**src/design/rgbca_ram.sv**
```systemverilog
// ----------------------------------------------------------------------------
// rgbca_ram: generic single-write, single-read RAM
// One write port, one read port with registered read data held when re is low.
// ----------------------------------------------------------------------------
module rgbca_ram #(
  parameter int WIDTH = 8,
  parameter int DEPTH = 256
) (
  input  logic                     clk,
  input  logic                     we,
  input  logic [$clog2(DEPTH)-1:0] waddr,
  input  logic [WIDTH-1:0]         wdata,
  input  logic                     re,
  input  logic [$clog2(DEPTH)-1:0] raddr,
  output logic [WIDTH-1:0]         rdata
);

  logic [WIDTH-1:0] mem [DEPTH];

  always_ff @(posedge clk) begin
    if (we) begin
      mem[waddr] <= wdata;
    end
    if (re) begin
      rdata <= mem[raddr];
    end
  end

endmodule

```
**config.mk**
```make
export PLATFORM = sky130hd
export DESIGN_NAME = rgbca_ram
export DESIGN_NICKNAME = d
export VERILOG_FILES = /design/src/design/rgbca_ram.sv
export SDC_FILE = /design/constraint.sdc
export NUM_CORES = 2
export LEC_CHECK = 0
export BUFFER_PORTS_ARGS = -buffer_cell sky130_fd_sc_hd__buf_2
export CAP_MARGIN = 20
export CORE_AREA = 2 2 420 422
export CTS_CLUSTER_SIZE = 8
export DETAILED_ROUTE_END_ITERATION = 7
export DIE_AREA = 0 0 422 424
export GPL_TIMING_DRIVEN = 1
export HOLD_SLACK_MARGIN = 0.08
export PLACE_DENSITY_LB_ADDON = 0.15
export SLEW_MARGIN = 10
export SYNTH_ARGS = -nofsm -noshare
export SYNTH_HDL_FRONTEND = slang
export SYNTH_SLANG_ARGS = --single-unit
```
**constraint.sdc**
```tcl
create_clock -name clk -period 5.2 [get_ports clk]
set_input_delay 1.04 -clock clk [delete_from_list [all_inputs] [get_ports clk]]
set_output_delay 1.04 -clock clk [all_outputs]
set_load 0.01 [all_outputs]
```
# Word-level counts from Yosys, hierarchy flattened
# Memories as Yosys holds them, arrays and structs flattened. A register that Yosys moved wholly into a read port is not among the register bits.
# Cells that the tools add are included.
op_classes:
  mux: 2
ops:
  columns: ["operator", "count"]
  rows:
  - ["$mux 1", 2]
totals:
  ff_bits: 0
  ram_bits: 2048
  inputBits: 27
  output_inout_bits: 8
  wordCells: 3
  memories: 1
mem_list:
  columns: ["memory", "words", "word_bits", "rd", "rd_clocked_by_memory_dff", "write_ports", "line", "rtl"]
  rows:
  - ["mem", 256, 8, 1, 1, 1, "18", "logic [WIDTH-1:0] mem [DEPTH];"]

# Depth between registers and ports, before layout
logic_depth:
  word_depth: 2
  mapped_depth: 11
  depth_no_buf: 6

# Worst setup path before layout
# OpenSTA, ideal clock, no wires.
synth_path:
  kind: "input -> register"
  start: "input port raddr[0]"
  end: "register rdata[2], read port of mem (data pin)"
  setup_time_ns: 0.269
  arrival_time_ns: 2.847
  t_required_ns: 4.931
  slack_ns: 2.084
  cell_stages: 9
  path_buffers: 4
  cell_sequence: "buf_6 -> buf_12 -> buf_8 -> buf_2 -> mux4_2 -> a22oi_1 -> a21oi_1 -> nor4_1 -> nor4_2"
synth_lines:
  columns: ["item", "line", "rtl"]
  rows:
  - ["start: declaration", "14", "input logic [$clog2(DEPTH)-1:0] raddr,"]
  - ["end: declaration", "15", "output logic [WIDTH-1:0] rdata"]

==> impl_results.md <==
- Number of remaining DRC errors: 0
- Setup TNS: 0 ns
- Required time of the worst setup path: roughly 5.8 ns
- Post-CTS Setup Bufs: 0
- 1st-iter DRT viols: 4,417
- Status: completed
- Total routing resource utilization after global routing: 22.71%
- Highest-count cells in the layout ignoring fill and taps: 2,056 x sky130_fd_sc_hd__edfxtp_1, 454 x sky130_fd_sc_hd__mux4_2, 314 x sky130_fd_sc_hd__clkbuf_16, 279 x sky130_fd_sc_hd__nor2_1, 134 x sky130_fd_sc_hd__mux2i_1
- Number of buffers on the longest clock path: 4
- Synth-to-Final Area Change: 14.07%
- Fraction of layout cells with a size suffix above 1: 24.41%
- Placed Instance Area: 82,860 um2
- Post-DR vias/cell: 6.124
- Headroom to the max-slew limit: 22.82%
- Unrepaired setup endpoints after global routing: false
- Fraction of post-synthesis cell area in the top cell type by area: 77.53%
- X dimension of the die: 422 um
- Number of warnings printed during yosys synthesis: 0
- Die span in y: 424 um
- Static leakage power: 28.20 nW
- Core Rows: 154
- Router iterations before antenna repair: 5
- Pre-CTS setup slack: 0.1769 ns
- Transition at the pin with the smallest max-transition slack: 1.158 ns
- Kind of start point of the critical path: input pin
- Antenna violations before repair: 5
- Net count after synthesis: 3,760
- Mux cell area share after synthesis: 14.60%
- Clock period minus final worst setup slack: 4.152 ns
- Clock Tree Root: sky130_fd_sc_hd__clkbuf_16
- Data arrival time of the critical path: about 4.8 ns
- Area share of fa/ha/maj cells after synthesis: 0%
- Hold buffer count at CTS: 0
- Number of vias in the routed layout: 38,848
- Share of synthesized registers carrying an async set or reset: 0%
- Crit path setup slack, layout: between 1 and 1.5 ns
- Cell accounting for the most synthesized area: sky130_fd_sc_hd__edfxtp_1
- Min-delay worst type: input pin to register
- Synthesized-area fraction occupied by xor and xnor cells: 0%
- Cell area after layout: 90,840 um2
- CTS Sinks: ~2,100
- Worst Path Class, Setup: input pin to register
- Aggregate global routing overflow: 0
- Number of clock buffers inserted by TritonCTS: just over 300
- Routed wire per std cell: roughly 32 um
- Std-Cell Core Area: 175,000 um2
- TritonCTS clock tree: yes
- Distinct cell type count of the synthesized netlist: 54
- Number of top-level pins: 35
- Final hold vios: 0
- Dominant combinational cell family by area after synthesis: multiplexers
- Avg Synthesized Cell Area: 21.33 um2
- Post-synthesis share of cell area spent on and, or, nand and nor gates: 2.625%
- Flop and latch count out of synthesis: about 2,100
- Maximum Capacitance Violations: 0
- Number of flops mapped to enable cells by yosys: 2,056
- Final-stage net count: 4,016
- Wire length of the first global-routing pass: 291,400 um
- Placer Congestion: 0.8248
- Post-route ant nets: 0
- Fin util: 51.92%
- Complex-gate fraction of the synthesized area: 3.416%
- Post-route clock skew: about 0.063 ns
- Maximum net fanout on the critical path: 48
- Gate count of the mapped netlist: roughly 3,700
- Count of cells resized by post-cts repair: 0
- Final setup fails: 0
- Combined area of all synthesized cells: 79,640 um2
- Power per cell area: 407.8 nW/um2
- Peak Freq: 240.9 MHz
- Die area: 178,900 um2
- Main flop type after synthesis: sky130_fd_sc_hd__edfxtp_1
- Main area contributors after synthesis: sky130_fd_sc_hd__edfxtp_1 78%, sky130_fd_sc_hd__mux4_2 13%, sky130_fd_sc_hd__mux2i_1 1.7%
- Placed wire-length estimate: 122,600 um
- Proportion of synthesized chip area in sequential cells: 77.53%
- Max Slew Vio Count: 0
- Initial Util: 45.52%
- Final clock period utilization by the worst path: 79.84%
- Overall routed net length: between 200,000 and 250,000 um
- Insertion delay of the later-clocked pin in the worst-skew pair: slightly above 0.9 ns
- Pin count of the biggest net entering global routing: 182
- Clock slew at reported path FFs: 0.05 ns
- Worst vdd rail ir drop: 355.7 uV
- Most frequent standard cell in the layout excluding fill and tap cells: sky130_fd_sc_hd__edfxtp_1
- Number of global-route vias before repair: 39,582
- Number of buffer cells added on primary ports: 34
- Endpoint type of the worst setup path: register
- Maximum level of the CTS H-tree: 5
through the flow:
stage,power (W),std cells,hold slack (ns)
after CTS,0.03734,6342,0.4965
after global routing,0.03805,6343,0.5005
after global placement,0.02033,6018,1.175
after detailed placement,0.02034,6019,1.122
final,0.03704,6344,0.5431
after floorplan,0.01953,3733,0.8642
layer usage:
metal / global-route usage, % / routed length, um
met5: 0 / 0
met4: 6.202 / 5057
met3: 4.394 / 14190
met2: 35.77 / 97130
met1: 32.64 / 86400
flip-flops by register name, summed over array words and instances (netlist names):
| name | flops |
|---|---|
| rdata | 8 |
| mem | 2048 |
cell usage after synthesis (all sizes together) (28+ instances only):
cell type	number
edfxtp	2056
mux4	456
nor2	282
mux2i	134
a22oi	133
buf	122
clkbuf	111
a21oi	96
o221ai	47
nand3	34
nand2	33
nor2b	31
o22ai	28
cell families (layout without fill, tap and decap cells):
| kind of cell | after synthesis | in the layout |
|---|---|---|
| buffers and inverters | 235 | 505 |
| AOI/OAI and AO/OA | 385 | 385 |
| DFF | 2056 | 2056 |
| and+or+nand+nor | 466 | 466 |
| muxes | 591 | 591 |
| other | 0 | 1 |
where the power goes:
part	leakage (nW)	total (W)	internal (W)	switching, W
logic	5.80	0.00167	0.000576	0.00109
registers	18.5	0.0183	0.0183	0.0000200
clock network	3.91	0.0170	0.0106	0.00646
total	28.2	0.0370	0.0295	0.00758
cell type report:
cell class	count	area, um2
Fill cell	13755	84120
Sequential cell	2056	61740
Multi-Input combinational cell	1442	16500
Clock buffer	318	7873
Tap cell	2340	2928
Timing Repair Buffer	180	1714
Clock inverter	5	72.57
Inverter	2	7.507
Antenna cell	1	2.502
final timing paths:
path / cells past startpoint / end / from / slack, ns
max: 10 / rdata[5]$_DFFE_PP_ / raddr[0] / 1.05
min: 1 / rdata[4]$_DFFE_PP_ / re / 0.54
max reg2reg: 7 / rdata[5]$_DFFE_PP_ / mem[43][5]$_DFFE_PP_ / 2.22
min reg2reg: 6 / rdata[6]$_DFFE_PP_ / mem[6][6]$_DFFE_PP_ / 1.17
critical path: stages:
cell	delay, ns
sky130_fd_sc_hd__buf_8	0.43
sky130_fd_sc_hd__buf_12	0.28
sky130_fd_sc_hd__buf_4	0.47
sky130_fd_sc_hd__mux4_2	0.58
sky130_fd_sc_hd__nand2b_1	0.16
sky130_fd_sc_hd__a311oi_1	0.52
sky130_fd_sc_hd__o221ai_1	0.46
sky130_fd_sc_hd__a211oi_1	0.48
sky130_fd_sc_hd__buf_4	0.24
sky130_fd_sc_hd__nor4_1	0.05
No activity file was read; power rests on OpenSTA's default activity.
